**config.mk**
```make
export PLATFORM = sky130hd
export DESIGN_NAME = key_set_table
export DESIGN_NICKNAME = d
export VERILOG_FILES = /design/src/sv/kst_pkg.sv /design/src/sv/kst_cell.sv /design/src/sv/kst_ctrl.sv /design/src/sv/key_set_table.sv
export SDC_FILE = /design/constraint.sdc
export NUM_CORES = 2
export LEC_CHECK = 0
export BUFFER_PORTS_ARGS = -buffer_cell sky130_fd_sc_hd__buf_2
export CORE_ASPECT_RATIO = 1.2
export CORE_UTILIZATION = 55
export DETAILED_ROUTE_END_ITERATION = 10
export GPL_TIMING_DRIVEN = 0
export PLACE_DENSITY = 0.77
export RECOVER_POWER = 25
export SLEW_MARGIN = 30
export SYNTH_ARGS = -nofsm -noshare
export SYNTH_HDL_FRONTEND = slang
export SYNTH_HIERARCHICAL = 1
export SYNTH_SLANG_ARGS = --single-unit
```
**constraint.sdc**
```tcl
create_clock -name clk -period 5.2 [get_ports clk]
set_input_delay 1.04 -clock clk [delete_from_list [all_inputs] [get_ports clk]]
set_output_delay 1.04 -clock clk [all_outputs]
set_load 0.01 [all_outputs]
```
**src/sv/kst_pkg.sv**
```systemverilog
package kst_pkg;

	localparam int KEY_W        = 32;
	localparam int CMD_W        = 2;
	localparam int COUNT_W      = 7;
	localparam int CAPACITY_DEF = 64;

	// Stream packing: input tdata and output tdata widths, padded to whole bytes
	localparam int S_TDATA_W = ((CMD_W + KEY_W + 7) / 8) * 8;
	localparam int M_TDATA_W = ((2 + COUNT_W + 7) / 8) * 8;

	localparam logic [CMD_W-1:0] CMD_ADD      = 2'd0;
	localparam logic [CMD_W-1:0] CMD_REMOVE   = 2'd1;
	localparam logic [CMD_W-1:0] CMD_CONTAINS = 2'd2;

	// Token and running flags handed from one cell to the next
	typedef struct packed {
		logic tok;
		logic hit;
		logic free;
	} link_t;

	// Operation broadcast to every cell
	typedef struct packed {
		logic [CMD_W-1:0] cmd;
		logic [KEY_W-1:0] key;
		logic             commit;
	} bcast_t;

	typedef enum logic [1:0] {
		ST_IDLE,
		ST_WALK,
		ST_HOLD
	} state_t;

endpackage

```
**src/sv/kst_cell.sv**
```systemverilog
module kst_cell import kst_pkg::*; (
	input  logic   clk,
	input  logic   arst_n,
	input  link_t  prev,
	input  bcast_t bc,
	output link_t  next
);

	logic             valid_q;
	logic             cand_q;
	logic [KEY_W-1:0] key_q;
	link_t            next_q;
	logic             match;

	assign match = valid_q && (key_q == bc.key);
	assign next  = next_q;

	always_ff @(posedge clk or negedge arst_n) begin
		if (!arst_n) begin
			valid_q <= 1'b0;
			cand_q  <= 1'b0;
			next_q  <= '0;
		end else begin
			next_q.tok <= prev.tok;
			if (prev.tok) begin
				next_q.hit  <= prev.hit | match;
				next_q.free <= prev.free | !valid_q;
				// first free cell along the chain becomes the add candidate
				cand_q      <= !prev.free && !valid_q;
				if (bc.cmd == CMD_REMOVE && match) begin
					valid_q <= 1'b0;
				end
			end
			if (bc.commit && cand_q) begin
				valid_q <= 1'b1;
			end
		end
	end

	always_ff @(posedge clk) begin
		if (bc.commit && cand_q) begin
			key_q <= bc.key;
		end
	end

endmodule

```
**src/sv/kst_ctrl.sv**
```systemverilog
module kst_ctrl import kst_pkg::*; #(
	parameter int CAPACITY = CAPACITY_DEF
) (
	input  logic               clk,
	input  logic               arst_n,
	input  logic               in_valid,
	output logic               in_ready,
	input  logic [CMD_W-1:0]   in_command,
	input  logic [KEY_W-1:0]   in_key,
	output logic               out_valid,
	input  logic               out_ready,
	output logic               out_was_present,
	output logic               out_full_drop,
	output logic [COUNT_W-1:0] out_entry_count,
	output link_t              head,
	input  link_t              tail,
	output bcast_t             bc
);

	localparam int CNT_W = $clog2(CAPACITY + 1);

	state_t             state_q, state_d;
	logic [CMD_W-1:0]   cmd_q;
	logic [KEY_W-1:0]   key_q;
	logic               head_tok_q;
	logic [CNT_W-1:0]   cnt_q, cnt_d;
	logic               m_valid_q;
	logic               present_q, drop_q;
	logic [COUNT_W-1:0] count_q;
	logic               pend_present_q, pend_drop_q;

	logic accept, done, out_free, commit, drop, load_out, load_pend;
	logic res_present, res_drop;

	assign in_ready        = (state_q == ST_IDLE);
	assign accept          = in_valid && in_ready;
	assign out_free        = !m_valid_q || out_ready;
	assign done            = (state_q == ST_WALK) && tail.tok;
	assign commit          = done && (cmd_q == CMD_ADD) && !tail.hit && tail.free;
	assign drop            = done && (cmd_q == CMD_ADD) && !tail.hit && !tail.free;

	assign head.tok        = head_tok_q;
	assign head.hit        = 1'b0;
	assign head.free       = 1'b0;
	assign bc.cmd          = cmd_q;
	assign bc.key          = key_q;
	assign bc.commit       = commit;

	assign out_valid       = m_valid_q;
	assign out_was_present = present_q;
	assign out_full_drop   = drop_q;
	assign out_entry_count = count_q;

	always_comb begin
		state_d     = state_q;
		cnt_d       = cnt_q;
		load_out    = 1'b0;
		load_pend   = 1'b0;
		res_present = pend_present_q;
		res_drop    = pend_drop_q;
		case (state_q)
			ST_IDLE: begin
				if (accept) begin
					state_d = ST_WALK;
				end
			end
			ST_WALK: begin
				res_present = tail.hit;
				res_drop    = drop;
				if (done) begin
					if (commit) begin
						cnt_d = cnt_q + CNT_W'(1);
					end else if (cmd_q == CMD_REMOVE && tail.hit) begin
						cnt_d = cnt_q - CNT_W'(1);
					end
					if (out_free) begin
						load_out = 1'b1;
						state_d  = ST_IDLE;
					end else begin
						load_pend = 1'b1;
						state_d   = ST_HOLD;
					end
				end
			end
			ST_HOLD: begin
				if (out_free) begin
					load_out = 1'b1;
					state_d  = ST_IDLE;
				end
			end
			default: begin
				state_d = ST_IDLE;
			end
		endcase
	end

	always_ff @(posedge clk or negedge arst_n) begin
		if (!arst_n) begin
			state_q    <= ST_IDLE;
			head_tok_q <= 1'b0;
			cnt_q      <= '0;
			m_valid_q  <= 1'b0;
		end else begin
			state_q    <= state_d;
			head_tok_q <= accept;
			cnt_q      <= cnt_d;
			if (load_out) begin
				m_valid_q <= 1'b1;
			end else if (out_ready) begin
				m_valid_q <= 1'b0;
			end
		end
	end

	always_ff @(posedge clk) begin
		if (accept) begin
			cmd_q <= in_command;
			key_q <= in_key;
		end
		if (load_pend) begin
			pend_present_q <= tail.hit;
			pend_drop_q    <= drop;
		end
		if (load_out) begin
			present_q <= res_present;
			drop_q    <= res_drop;
			count_q   <= COUNT_W'(cnt_d);
		end
	end

endmodule

```
**src/sv/key_set_table.sv**
```systemverilog
// key_set_table: a set of 32-bit keys held in a chain of CAPACITY cells.
//
// Input channel s_*: one transaction is one operation, command plus key.
// Commands: add (store the key in the lowest free cell if not already held),
// remove (clear the cell holding the key), contains (report only). The
// unused fourth code behaves as contains.
// Output channel m_*: exactly one transaction per operation, carrying
// was_present, full_drop and the entry count after the operation.
//
// Each cell holds one key and its valid mark. An accepted operation sends a
// token down the chain, one cell per cycle; the token collects the hit flag
// and picks the first free cell. At the chain tail the add is committed to
// the picked cell by a broadcast write. The result is registered once the
// token reaches the chain tail, and no new operation is taken before the
// result of the last one has gone into the output register.
//
// Reset clears every valid mark and the count; no clearing pass is needed.
// When the receiver stalls, hold the result in the output register; a
// second finished result waits in a one-entry holding register, and the
// input side stops taking transactions until it has moved on.
module key_set_table import kst_pkg::*; #(
	parameter int CAPACITY = CAPACITY_DEF
) (
	input  logic                 clk,
	input  logic                 arst_n,
	input  logic                 s_tvalid,
	output logic                 s_tready,
	input  logic [S_TDATA_W-1:0] s_tdata,   // [1:0] command, [33:2] key, rest zero
	output logic                 m_tvalid,
	input  logic                 m_tready,
	output logic [M_TDATA_W-1:0] m_tdata    // [0] was_present, [1] full_drop,
	                                        // [8:2] entry_count, rest zero
);

	link_t  links [CAPACITY+1];
	bcast_t bc;

	logic               was_present;
	logic               full_drop;
	logic [COUNT_W-1:0] entry_count;

	kst_ctrl #(
		.CAPACITY(CAPACITY)
	) u_ctrl (
		.clk             (clk),
		.arst_n          (arst_n),
		.in_valid        (s_tvalid),
		.in_ready        (s_tready),
		.in_command      (s_tdata[CMD_W-1:0]),
		.in_key          (s_tdata[CMD_W+KEY_W-1:CMD_W]),
		.out_valid       (m_tvalid),
		.out_ready       (m_tready),
		.out_was_present (was_present),
		.out_full_drop   (full_drop),
		.out_entry_count (entry_count),
		.head            (links[0]),
		.tail            (links[CAPACITY]),
		.bc              (bc)
	);

	// Chain of key cells: each hands the token and running flags to the next
	for (genvar i = 0; i < CAPACITY; i++) begin : g_cell
		kst_cell u_cell (
			.clk    (clk),
			.arst_n (arst_n),
			.prev   (links[i]),
			.bc     (bc),
			.next   (links[i+1])
		);
	end

	// Pack the result fields from the lowest bit up, pad with zeros
	assign m_tdata = {(M_TDATA_W - COUNT_W - 2)'(0), entry_count, full_drop, was_present};

endmodule

```
==> results.cfg <==
[place]
place_congestion = 0.733
dp_hpwl_um = 144000
port_buffers = 48
dp_cells = 8846

[logic_synthesis]
avgSynthCellArea_sq_um = 16.7
syn_area_sq_um = 99300
synth_cell_type_count = 38
syn_inst = 5959
async_reset_ff_share_pct = 13.7
ys_warn_count = 6
synth-edff-count = 2093
yosys.area.top_type_share_pct = 63.3
synth_ff_type = edfxtp_1
synth_top_area_cell = edfxtp_1
synth_area_leaders = edfxtp_1 (63%), xor2_1 (13%), dfrtp_1 (8.3%), xnor2_1 (5.1%), nor4_1 (2.0%)
ys_seq_area_share_pct = 71.6
synth_seq_cells = 2424

[die]
row_count = 170
die_h_um = 467
io_pins = 62
dieArea_sq_um = 182000
initial_core_util_pct = 55.5
core_sq_um = 179000
fp.dieW_um = 390

[sta]
setup_viol_count_final = 0
finalHoldViolations = 0
tightest_slew_ps = 1690
period_minus_slack_ps = 4210
fin_setup_tns_ps = 0
skew_ps = 37.2
slew_headroom_pct = -12.9
grt_setup_unrepaired = no
fmax_ghz = 0.238
slew_violations = 24
fin_hold_ws_ps = 360
min_period_over_period_pct = 80.9

[worst_setup_path]
cp_data_arrival_time_ps = 4910
r2r_setup_slack_ps = 990
crit_required_ps = 5900
cp-end-kind = flop
crit_path_max_fanout = 11
worstSetupStartpointType = flop
r2r_end = g_cell[55].u_cell/valid_q
rr_startpoint = u_ctrl/key_q[9]
reg2regPathDepth = 12
crit_start = u_ctrl/key_q[9]
critPathKind = flop to flop

[routing]
ant_nets = 0
dr.pass1.iters = 5
drt_wl_total_um = 214000
dr_total_vias = 52900
avgRoutedWirePerCell_um = 23.2
viasPerCell = 5.72
drt_iter0_drc = 3992
drc = 0

[clocking]
clockBufferDepth = 3
htree_levels = 4
numCtsBuffers = 214
cts_tree = yes
clkSinkCount = 2424
clock_latency_ps = 850
path_clk_slew_ps = 70
post-cts-setup-buffers = 0
clock-root-buffer = clkbuf_16
cts.repair.resized = 0
ctsHoldBuffers = 1

[power]
cellPowerDensity_nw_per_um2 = 398
worst_ir_drop_vdd_v = 0.000315
leakage_nw = 39.4

[outcome]
violations = capacitance limit, slew limit
status = finished, violations left

[run]
max_cap_viol_count = 1

[final_layout]
drive_above_1_share_pct = 14.1
area_delta_synth_final_pct = 14.6
finalNonFillerCells = 9248
final_cell_mix = edfxtp_1 (2093), xor2_1 (1475), xnor2_1 (579)
post-route-util_pct = 63.5
final_nets = 6704
nFillCells = 12000
layout_commonest_cell = edfxtp_1

[min_path]
whs_path_depth = 1
hold_path_end = u_ctrl/key_q[11]
hp-start = s_tdata[13]
min_path_type = input pin to flop

[global_route]
grt_pass1_vias = 54400
grt_max_degree = 84
antenna_found_initial = 3
globalRouteTotalUtil_pct = 23.5
overflow = 0
grt_pass1_wl_um = 326000
[kinds of logic (layout without fill, tap and decap cells)]
group                    Yosys count  count (layout)  synth area share (%)
AND/OR/NAND/NOR                 1054            1054                  6.87
flip-flops                      2424            2424                  71.6
multiplexers                     131             131                  1.49
XOR/XNOR                        2054            2054                  18.1
adder cells (fa/ha/maj)            5               5                0.0630
AO/OA/AOI/OAI                    205             205                  1.46
buffers and inverters             84             956                 0.367
other                              2              11               0.00756
[per-stage QoR]
step	power (W)	instance area [sq um]	setup slack (ps)
2_1_floorplan	0.0266	99300	1310
3_3_place_gp	0.0290	103000	-3590
3_5_place_dp	0.0301	108000	1880
4_1_cts	0.0460	115000	1810
5_1_grt	0.0466	114000	828
6_report	0.0453	114000	991
[power by group]
part	internal (W)	switching (W)
Combinational	0.00246	0.00427
Clock	0.00917	0.00684
Sequential	0.0220	0.000471
Total	0.0337	0.0116
[synth_stat cells (2+ instances only)]
| master | n |
|---|---|
| edfxtp_1 | 2093 |
| xor2_1 | 1475 |
| xnor2_1 | 579 |
| dfrtp_1 | 331 |
| nor4_1 | 321 |
| nor2_1 | 196 |
| mux2_2 | 129 |
| nand4_1 | 129 |
| a31oi_1 | 128 |
| inv_1 | 71 |
| nand3_1 | 70 |
| and2_1 | 66 |
| nor3_1 | 66 |
| a31o_1 | 64 |
| nand4_2 | 64 |
| nor3b_1 | 64 |
| nor4_2 | 64 |
| buf_4 | 13 |
| a21oi_1 | 5 |
| ha_1 | 5 |
| nand2_1 | 5 |
| conb_1 | 2 |
| nand3b_2 | 2 |
| o21ai_0 | 2 |
| or4_4 | 2 |
[worst max-delay path by stage]
| stage | to | slack [ps] | depth (start not counted) |
|---|---|---|---|
| after CTS | g_cell[34].u_cell/valid_q | 1810 | 9 |
| after global placement | g_cell[1].u_cell/cand_q | -3590 | 1 |
| final | g_cell[55].u_cell/valid_q | 990 | 12 |
| after floorplan | g_cell[0].u_cell/valid_q | 1310 | 5 |
| after global routing | g_cell[49].u_cell/valid_q | 830 | 10 |
| after detailed placement | g_cell[2].u_cell/valid_q | 1880 | 9 |
[metal layers]
layer	track usage (%)	vias to the layer above	wire length [um]
met5	0	-	0
met4	8.15	0	6940
met3	2.74	436	10100
met2	41.8	1506	112000
met1	29.7	27400	85500
li1	-	23500	-
[worst max-delay path, stage by stage, from the launching register on]
cell and delay, ps:
edfxtp_1 730, clkbuf_1 620, clkbuf_1 720, buf_6 290, buf_6 220, buf_8 180
buf_6 200, buf_8 170, xor2_1 80, nor4_1 200, nand4_1 180, nor4_2 280
a31oi_1 150
[state kept, by name, indices dropped and copies added (netlist names), 2 cells and up]
signal	count
g_cell.u_cell/cand_q	64
g_cell.u_cell/next	192
u_ctrl/key_q	32
u_ctrl/cnt_q	7
u_ctrl/out_entry_count	7
g_cell.u_cell/valid_q	64
g_cell.u_cell/key_q	2048
u_ctrl/cmd_q	2
u_ctrl/state_q	2
[area by class of cell]
| class | instances | area, sq um | share of cell area [%] |
|---|---|---|---|
| Inverter | 71 | 267 | 0.234 |
| Timing Repair Buffer | 473 | 4240 | 3.72 |
| Antenna cell | 2 | 5.00 | 0.00440 |
| Clock buffer | 289 | 6050 | 5.32 |
| Clock inverter | 110 | 1080 | 0.953 |
| Tap cell | 2408 | 3010 | 2.65 |
| Buffer | 13 | 97.6 | 0.0857 |
| Multi-Input combinational cell | 3458 | 27900 | 24.5 |
| Sequential cell | 2424 | 71100 | 62.5 |
No activity file was read; power rests on OpenSTA's default activity.
